===== config.mk =====
export PLATFORM = sky130hd
export DESIGN_NAME = uniform_range_random_generator
export DESIGN_NICKNAME = d
export VERILOG_FILES = /design/src/hw/rtl/urrg_pkg.sv /design/src/hw/rtl/urrg_ram.sv /design/src/hw/rtl/urrg_div.sv /design/src/hw/rtl/uniform_range_random_generator.sv
export SDC_FILE = /design/constraint.sdc
export NUM_CORES = 2
export LEC_CHECK = 0
export ABC_AREA = 0
export BUFFER_PORTS_ARGS = -buffer_cell sky130_fd_sc_hd__buf_2
export CORE_MARGIN = 3
export CORE_UTILIZATION = 45
export DETAILED_ROUTE_END_ITERATION = 8
export GPL_ROUTABILITY_DRIVEN = 0
export PLACE_DENSITY_LB_ADDON = 0.2
export SETUP_SLACK_MARGIN = 0.02
export SLEW_MARGIN = 40
export SYNTH_ARGS = -nofsm -noshare
export SYNTH_HDL_FRONTEND = slang
export SYNTH_SLANG_ARGS = --single-unit

===== constraint.sdc =====
create_clock -name clock -period 11.9 [get_ports clock]
set_input_delay 1.785 -clock clock [delete_from_list [all_inputs] [get_ports clock]]
set_output_delay 1.785 -clock clock [all_outputs]
set_load 0.03 [all_outputs]

===== src/hw/rtl/urrg_pkg.sv =====
// ----------------------------------------------------------------------------
// urrg_pkg
// Shared constants, opcodes and divider interface types for the uniform
// range random generator.
// ----------------------------------------------------------------------------
package urrg_pkg;

   localparam int TABLE_DEPTH_DEF = 64;
   localparam int SEED_ROUNDS     = 10;
   localparam int RES_W           = 24;
   localparam int DIV_W           = 29;
   localparam int BOUND_W         = 25;

   localparam logic [31:0]        LCG_MUL   = 32'd1103515245;
   localparam logic [31:0]        LCG_ADD   = 32'd12345;
   localparam logic [DIV_W-1:0]   SPAN_28   = 29'h1000_0000;
   localparam logic [BOUND_W-1:0] BOUND_MAX = 25'h100_0000;

   typedef enum logic [1:0] {
      OP_DRAW = 2'd0,
      OP_SEED = 2'd1,
      OP_LOAD = 2'd2,
      OP_NONE = 2'd3
   } opcode_type;

   typedef struct packed {
      logic             start;
      logic [DIV_W-1:0] dividend;
      logic [DIV_W-1:0] divisor;
   } div_req_type;

   typedef struct packed {
      logic             done;
      logic [DIV_W-1:0] quotient;
   } div_rsp_type;

endpackage


===== src/hw/rtl/urrg_ram.sv =====
// ----------------------------------------------------------------------------
// urrg_ram
// Generic single write port, single read port RAM with registered read.
// ----------------------------------------------------------------------------
module urrg_ram #(
   parameter int WIDTH = 32,
   parameter int DEPTH = 64
) (
   input  logic                     clock,
   input  logic                     wr_en,
   input  logic [$clog2(DEPTH)-1:0] wr_addr,
   input  logic [WIDTH-1:0]         wr_data,
   input  logic                     rd_en,
   input  logic [$clog2(DEPTH)-1:0] rd_addr,
   output logic [WIDTH-1:0]         rd_data
);

   logic [WIDTH-1:0] mem [DEPTH];

   always_ff @(posedge clock) begin
      if (wr_en) begin
         mem[wr_addr] <= wr_data;
      end
      if (rd_en) begin
         rd_data <= mem[rd_addr];
      end
   end

endmodule


===== src/hw/rtl/urrg_div.sv =====
// ----------------------------------------------------------------------------
// urrg_div
// Iterative restoring divider, one quotient bit per cycle. Shared by the
// partition size calculation and the rejection trials.
// ----------------------------------------------------------------------------
module urrg_div
   import urrg_pkg::*;
(
   input  logic        clock,
   input  logic        reset,
   input  div_req_type div_req,
   output div_rsp_type div_rsp
);

   localparam int CNT_W = $clog2(DIV_W);

   logic             busy_ff, busy_in;
   logic             done_ff, done_in;
   logic [CNT_W-1:0] cnt_ff, cnt_in;
   logic [DIV_W-1:0] rem_ff, rem_in;
   logic [DIV_W-1:0] quo_ff, quo_in;
   logic [DIV_W-1:0] dsr_ff, dsr_in;
   logic [DIV_W:0]   trial;
   logic [DIV_W:0]   diff;

   assign trial = {rem_ff, quo_ff[DIV_W-1]};
   assign diff  = trial - {1'b0, dsr_ff};

   always_comb begin
      busy_in = busy_ff;
      done_in = 1'b0;
      cnt_in  = cnt_ff;
      rem_in  = rem_ff;
      quo_in  = quo_ff;
      dsr_in  = dsr_ff;
      if (div_req.start) begin
         busy_in = 1'b1;
         cnt_in  = '0;
         rem_in  = '0;
         quo_in  = div_req.dividend;
         dsr_in  = div_req.divisor;
      end else if (busy_ff) begin
         // no borrow means the divisor fits into the partial remainder
         if (!diff[DIV_W]) begin
            rem_in = diff[DIV_W-1:0];
            quo_in = {quo_ff[DIV_W-2:0], 1'b1};
         end else begin
            rem_in = trial[DIV_W-1:0];
            quo_in = {quo_ff[DIV_W-2:0], 1'b0};
         end
         if (cnt_ff == CNT_W'(DIV_W-1)) begin
            busy_in = 1'b0;
            done_in = 1'b1;
         end else begin
            cnt_in = cnt_ff + 1'b1;
         end
      end
   end

   always_ff @(posedge clock) begin
      if (reset) begin
         busy_ff <= 1'b0;
         done_ff <= 1'b0;
      end else begin
         busy_ff <= busy_in;
         done_ff <= done_in;
      end
   end

   always_ff @(posedge clock) begin
      cnt_ff <= cnt_in;
      rem_ff <= rem_in;
      quo_ff <= quo_in;
      dsr_ff <= dsr_in;
   end

   assign div_rsp.done     = done_ff;
   assign div_rsp.quotient = quo_ff;

endmodule


===== src/hw/rtl/uniform_range_random_generator.sv =====
// ----------------------------------------------------------------------------
// uniform_range_random_generator
// Bounded random draws from an LCG or an additive table generator, with
// rejection of out-of-range quotients, table seeding and LCG load.
// ----------------------------------------------------------------------------
//  channel | direction | handshake           | payload
//  req     | in        | req_valid/req_stall | req_opcode, req_operand
//  rsp     | out       | rsp_valid/rsp_stall | rsp_value
//  csr     | in        | csr_valid/csr_ready | csr_quick_mode
//
//  One item at a time; req_stall is high from acceptance until the result is
//  loaded into the output register. A draw with a bound above one gets the
//  partition size from the shared divider, then per trial steps the LCG or the
//  table (one RAM read and one write) and divides the word by that size. A seed
//  fills the table and runs SEED_ROUNDS*TABLE_DEPTH table steps. Load sets the LCG.
//  Reset is synchronous; a stalled result holds and the next item waits.
// ----------------------------------------------------------------------------
module uniform_range_random_generator
   import urrg_pkg::*;
#(
   parameter int TABLE_DEPTH = TABLE_DEPTH_DEF
) (
   input  logic             clock,
   input  logic             reset,
   input  logic             req_valid,
   output logic             req_stall,
   input  logic [1:0]       req_opcode,
   input  logic [31:0]      req_operand,
   output logic             rsp_valid,
   input  logic             rsp_stall,
   output logic [RES_W-1:0] rsp_value,
   input  logic             csr_valid,
   output logic             csr_ready,
   input  logic             csr_quick_mode
);

   localparam int PW         = $clog2(TABLE_DEPTH);
   localparam int STEP_TOTAL = SEED_ROUNDS * TABLE_DEPTH;
   localparam int SW         = $clog2(STEP_TOTAL);

   typedef enum logic [3:0] {
      S_IDLE,
      S_FILL,
      S_SEED_RD,
      S_SEED_CAP,
      S_STEP_RD,
      S_STEP_WR,
      S_GEN,
      S_DIV_GO,
      S_DIV_WAIT,
      S_FINISH
   } state_type;

   state_type          state_ff, state_in;
   logic               rsp_valid_ff, rsp_valid_in;
   logic [RES_W-1:0]   rsp_value_ff, rsp_value_in;
   logic               quick_ff, quick_in;
   logic [31:0]        lcg_ff, lcg_in;
   logic [PW-1:0]      pos_ff, pos_in;
   opcode_type         op_ff, op_in;
   logic [BOUND_W-1:0] bound_ff, bound_in;
   logic               have_n_ff, have_n_in;
   logic [DIV_W-1:0]   n_ff, n_in;
   logic [31:0]        word_ff, word_in;
   logic [31:0]        cur_ff, cur_in;
   logic [31:0]        fill_ff, fill_in;
   logic [PW-1:0]      idx_ff, idx_in;
   logic [SW-1:0]      cnt_ff, cnt_in;
   logic [RES_W-1:0]   res_ff, res_in;

   logic [PW-1:0]      nxt_pos;
   logic [31:0]        mul_src;
   logic [31:0]        mul_out;
   logic [31:0]        step_sum;
   logic               ram_wr_en;
   logic [PW-1:0]      ram_wr_addr;
   logic [31:0]        ram_wr_data;
   logic               ram_rd_en;
   logic [PW-1:0]      ram_rd_addr;
   logic [31:0]        ram_rd_data;
   div_req_type        div_req;
   div_rsp_type        div_rsp;

   urrg_ram #(
      .WIDTH (32),
      .DEPTH (TABLE_DEPTH)
   ) u_table (
      .clock   (clock),
      .wr_en   (ram_wr_en),
      .wr_addr (ram_wr_addr),
      .wr_data (ram_wr_data),
      .rd_en   (ram_rd_en),
      .rd_addr (ram_rd_addr),
      .rd_data (ram_rd_data)
   );

   urrg_div u_div (
      .clock   (clock),
      .reset   (reset),
      .div_req (div_req),
      .div_rsp (div_rsp)
   );

   assign nxt_pos  = (pos_ff == PW'(TABLE_DEPTH-1)) ? '0 : pos_ff + 1'b1;
   // one multiplier serves both the table fill and the quick generator
   assign mul_src  = (state_ff == S_FILL) ? fill_ff : lcg_ff;
   assign mul_out  = mul_src * LCG_MUL + LCG_ADD;
   assign step_sum = cur_ff + ram_rd_data;

   assign ram_wr_en   = (state_ff == S_FILL) || (state_ff == S_STEP_WR);
   assign ram_wr_addr = (state_ff == S_FILL) ? idx_ff : nxt_pos;
   assign ram_wr_data = (state_ff == S_FILL) ? fill_ff : step_sum;
   assign ram_rd_en   = (state_ff == S_STEP_RD) || (state_ff == S_SEED_RD);
   assign ram_rd_addr = (state_ff == S_SEED_RD) ? pos_ff : nxt_pos;

   assign div_req.start    = (state_ff == S_DIV_GO);
   assign div_req.dividend = have_n_ff ? {1'b0, word_ff[31:4]} : SPAN_28;
   assign div_req.divisor  = have_n_ff ? n_ff : DIV_W'(bound_ff);

   assign req_stall = (state_ff != S_IDLE);
   assign rsp_valid = rsp_valid_ff;
   assign rsp_value = rsp_value_ff;
   assign csr_ready = 1'b1;

   always_comb begin
      state_in     = state_ff;
      rsp_valid_in = rsp_valid_ff && rsp_stall;
      rsp_value_in = rsp_value_ff;
      quick_in     = quick_ff;
      lcg_in       = lcg_ff;
      pos_in       = pos_ff;
      op_in        = op_ff;
      bound_in     = bound_ff;
      have_n_in    = have_n_ff;
      n_in         = n_ff;
      word_in      = word_ff;
      cur_in       = cur_ff;
      fill_in      = fill_ff;
      idx_in       = idx_ff;
      cnt_in       = cnt_ff;
      res_in       = res_ff;

      if (csr_valid) begin
         quick_in = csr_quick_mode;
      end

      case (state_ff)
         S_IDLE: begin
            if (req_valid) begin
               op_in  = opcode_type'(req_opcode);
               res_in = '0;
               case (opcode_type'(req_opcode))
                  OP_DRAW: begin
                     if (req_operand <= 32'd1) begin
                        bound_in = BOUND_W'(1);
                        state_in = S_FINISH;
                     end else begin
                        bound_in  = (req_operand > 32'(BOUND_MAX)) ? BOUND_MAX
                                                                  : req_operand[BOUND_W-1:0];
                        have_n_in = 1'b0;
                        state_in  = S_DIV_GO;
                     end
                  end
                  OP_SEED: begin
                     fill_in  = req_operand;
                     idx_in   = '0;
                     state_in = S_FILL;
                  end
                  OP_LOAD: begin
                     lcg_in   = req_operand;
                     state_in = S_FINISH;
                  end
                  default: begin
                     state_in = S_FINISH;
                  end
               endcase
            end
         end
         S_FILL: begin
            fill_in = mul_out;
            if (idx_ff == PW'(TABLE_DEPTH-1)) begin
               cnt_in   = '0;
               state_in = S_SEED_RD;
            end else begin
               idx_in = idx_ff + 1'b1;
            end
         end
         S_SEED_RD: begin
            state_in = S_SEED_CAP;
         end
         S_SEED_CAP: begin
            cur_in   = ram_rd_data;
            state_in = S_STEP_RD;
         end
         S_STEP_RD: begin
            state_in = S_STEP_WR;
         end
         S_STEP_WR: begin
            cur_in  = step_sum;
            word_in = step_sum;
            pos_in  = nxt_pos;
            if (op_ff == OP_SEED) begin
               if (cnt_ff == SW'(STEP_TOTAL-1)) begin
                  state_in = S_FINISH;
               end else begin
                  cnt_in   = cnt_ff + 1'b1;
                  state_in = S_STEP_RD;
               end
            end else begin
               state_in = S_DIV_GO;
            end
         end
         S_GEN: begin
            if (quick_ff) begin
               lcg_in   = mul_out;
               word_in  = mul_out;
               state_in = S_DIV_GO;
            end else begin
               state_in = S_STEP_RD;
            end
         end
         S_DIV_GO: begin
            state_in = S_DIV_WAIT;
         end
         S_DIV_WAIT: begin
            if (div_rsp.done) begin
               if (!have_n_ff) begin
                  n_in      = div_rsp.quotient;
                  have_n_in = 1'b1;
                  state_in  = S_GEN;
               end else if (div_rsp.quotient < DIV_W'(bound_ff)) begin
                  res_in   = div_rsp.quotient[RES_W-1:0];
                  state_in = S_FINISH;
               end else begin
                  // rejected trial, step the generator again
                  state_in = S_GEN;
               end
            end
         end
         S_FINISH: begin
            if (!rsp_valid_ff || !rsp_stall) begin
               rsp_valid_in = 1'b1;
               rsp_value_in = res_ff;
               state_in     = S_IDLE;
            end
         end
         default: begin
            state_in = S_IDLE;
         end
      endcase
   end

   always_ff @(posedge clock) begin
      if (reset) begin
         state_ff     <= S_IDLE;
         rsp_valid_ff <= 1'b0;
         quick_ff     <= 1'b1;
         lcg_ff       <= '0;
         pos_ff       <= '0;
      end else begin
         state_ff     <= state_in;
         rsp_valid_ff <= rsp_valid_in;
         quick_ff     <= quick_in;
         lcg_ff       <= lcg_in;
         pos_ff       <= pos_in;
      end
   end

   always_ff @(posedge clock) begin
      rsp_value_ff <= rsp_value_in;
      op_ff        <= op_in;
      bound_ff     <= bound_in;
      have_n_ff    <= have_n_in;
      n_ff         <= n_in;
      word_ff      <= word_in;
      cur_ff       <= cur_in;
      fill_ff      <= fill_in;
      idx_ff       <= idx_in;
      cnt_ff       <= cnt_in;
      res_ff       <= res_in;
   end

   a_draw_below_bound : assert property (@(posedge clock) disable iff (reset)
      (state_ff == S_FINISH && op_ff == OP_DRAW) |-> (BOUND_W'(res_ff) < bound_ff))
      else $error("drawn value not below bound");

   a_pos_moves_on_step : assert property (@(posedge clock) disable iff (reset)
      (state_ff != S_STEP_WR) |=> (pos_ff == $past(pos_ff)))
      else $error("table position moved outside a table step");

   a_div_done_in_wait : assert property (@(posedge clock) disable iff (reset)
      div_rsp.done |-> (state_ff == S_DIV_WAIT))
      else $error("divider finished while sequencer not waiting");

   a_idle_no_div_start : assert property (@(posedge clock) disable iff (reset)
      (state_ff == S_IDLE) |-> !div_req.start)
      else $error("divider started while idle");

endmodule

==> flow_summary.ini <==
[run_status]
outcome = finished, final reports clean

[sta]
fin_worst_skew_ns = 0.0807
worstMarginPinSlew_ns = 1.03
slew_headroom_pct = 31.6
setup_viol = 0
layout_min_cycle_time_ns = 9.33
final.setup.tns_ns = 0
hold_violations = 0
slew_viol_final = 0
rsz0062_at_grt = false
max_freq_mhz = 107
post-route-period-util_pct = 78.4
whs_ns = 0.394

[placed_design]
placed_area_um2 = 115000
portBuffers = 65
hpwl_um = 178000
placedCellCount = 11800

[yosys]
yosysSeqAreaShare_pct = 65.6
avgSynthCellArea_um2 = 12.4
synth_edf_count = 2351
synthCells = 8901
netlist_area_um2 = 110000
async_flop_share_pct = 0
synth_seq_cells = 2431
ys_warn_count = 0
syn_nets = 9415
yosysUniqueCellTypes = 75
yosys_most_used_dff = edfxtp_1

[die]
dieHeight_um = 500
die_width_um = 500
rows = 180
io_pins = 67
core_area_um2 = 242000
start_util_pct = 45.5
die-area_um2 = 250000

[global_route]
grt_max_degree = 169
antenna_found_initial = 9
grt_pass1_wl_um = 456000
grt_pass1_vias = 68300
grt-ovfl-total = 0
grt.total_usage_pct = 24.5

[layout]
areaGrowthSynthToFinish_pct = 11.9
final_cell_mix = 2416 x nand2_1, 2351 x edfxtp_1, 476 x nand3_1
final_cells = 12300
finalInstanceArea_um2 = 123000
fin_nets = 9435
layout_commonest_cell = nand2_1
num-fill-cells = 20800
drive_gt1_share_pct = 9.17

[run]
cap_violations = 0

[clocking]
cts_sinks = 2431
cts_resized = 0
htree_levels = 5
cts_tree = built
clk_path_buf_depth = 4
clock_latency_ns = 0.95
cts_hold_buf = 0
cts_root_buf = clkbuf_16
cts_buffers = 275
clkTransAtPathRegs_ns = 0.06
postCtsSetupRepairBufs = 0

[detailed_routing]
ant_nets = 0
drt_iter0_markers = 7856
vias = 71300
drc = 0
routed_wl_um = 313000
wire_per_inst_um = 25.4
routed_via_density = 5.80
dr.pass1.iters = 6

[setup_path]
arrival_ns = 9.93
start_kind = flop
r2r_cells = 28
regToRegEndpoint = word_ff[29]
slowest_stage = dfxtp_1
crit_path_end_kind = flop
r2r_start = state_ff[0]
worstPathRequired_ns = 12.50
critical_path.startpoint = state_ff[0]
worstSetupPathType = reg -> reg
reg2reg_slack_ns = 2.57
critical_path.max_fanout = 46
cp_slowest_stage_delay_ns = 0.78

[hold_path]
hold_start = res_ff[0]
min_to = rsp_value[0]
holdPathStages = 0
hp-class = reg -> reg
kinds of logic (layout without fill, tap and decap cells):
logic type                 count (synthesis)  after routing  synth area share [%]
xor gates and xnor gates                 150            150                  1.19
and+or+nand+nor                         3694           3694                  14.5
buffers and inverters                    957           1153                  3.59
DFF                                     2431           2431                  65.6
adders and majority gates                474            474                  6.63
other                                      1             11               0.00341
AOI/OAI and AO/OA                       1104           1104                  6.98
muxes                                     90             90                  1.47
Yosys cell counts (160+ instances only):
cell type | n | area share, %
fa_1 | 181 | 3.3
nor2_1 | 201 | 0.69
o21ai_0 | 185 | 0.84
clkbuf_1 | 274 | 0.93
inv_1 | 443 | 1.5
ha_1 | 293 | 3.3
nand3_1 | 476 | 2.2
edfxtp_1 | 2351 | 64
a311oi_1 | 160 | 1.3
and3_1 | 395 | 2.2
buf_2 | 176 | 0.80
nand2_1 | 2427 | 8.3
a31oi_1 | 270 | 1.5
worst max-delay path: cells and delay by family (launching register included):
kind            cells  cell delay [ns]
xor+xnor            2             0.41
compound gates      6             1.74
fa+ha+maj           8             3.19
buf+inv             4             0.92
flops               1             0.78
simple gates        7             1.84
mux                 1             0.07
state kept, by name, summed over array words and instances (netlist names), 2 cells and up:
| signal | flops |
|---|---|
| cur_ff | 32 |
| u_div.quo_ff | 29 |
| op_ff | 2 |
| fill_ff | 32 |
| cnt_ff | 10 |
| bound_ff | 25 |
| rsp_value | 24 |
| u_table.rd_data | 32 |
| state_ff | 4 |
| lcg_ff | 32 |
| res_ff | 24 |
| u_div.rem_ff | 29 |
| n_ff | 29 |
| word_ff | 28 |
| u_div.dsr_ff | 29 |
| u_div.cnt_ff | 5 |
| pos_ff | 6 |
| idx_ff | 6 |
| u_table.mem | 2048 |
metal layers:
layer	vias up	wire length, um	share of wire, %	track usage (%)
met4	0	11000	3.5	8.04
met3	529	25300	8.1	4.55
met2	2871	147000	47	39.5
met1	35900	129000	41	33.5
met5	-	0	0	0
li1	32000	-	-	-
worst max-delay path by stage:
stage / to / slack (ns)
final: word_ff[29] / 2.57
after global placement: lcg_ff[27] / 2.96
after CTS: lcg_ff[27] / 2.71
after detailed placement: lcg_ff[27] / 2.78
after floorplan: word_ff[28] / 3.74
after global routing: word_ff[29] / 1.97
per-stage QoR:
| step | setup WS [ns] | util (%) |
|---|---|---|
| 5_1_grt | 1.97 | 50.9 |
| 3_3_place_gp | 2.96 | 47.3 |
| 6_report | 2.57 | 50.9 |
| 3_5_place_dp | 2.78 | 47.5 |
| 2_1_floorplan | 3.74 | - |
| 4_1_cts | 2.71 | 50.8 |
layout make-up:
class	instances	area [um2]	area share (%)
flip-flops and latches	2431	72200	58.6
multi-input cells	5513	35000	28.4
clock buffers	347	7290	5.92
well taps	3185	3990	3.24
repair buffers	255	2180	1.77
inverters	445	1670	1.36
clock inverters	106	782	0.635
diodes	10	25.0	0.0203
Power is not shown: default switching activity piles up to over one toggle a cycle in this logic, so the estimate is an artifact.
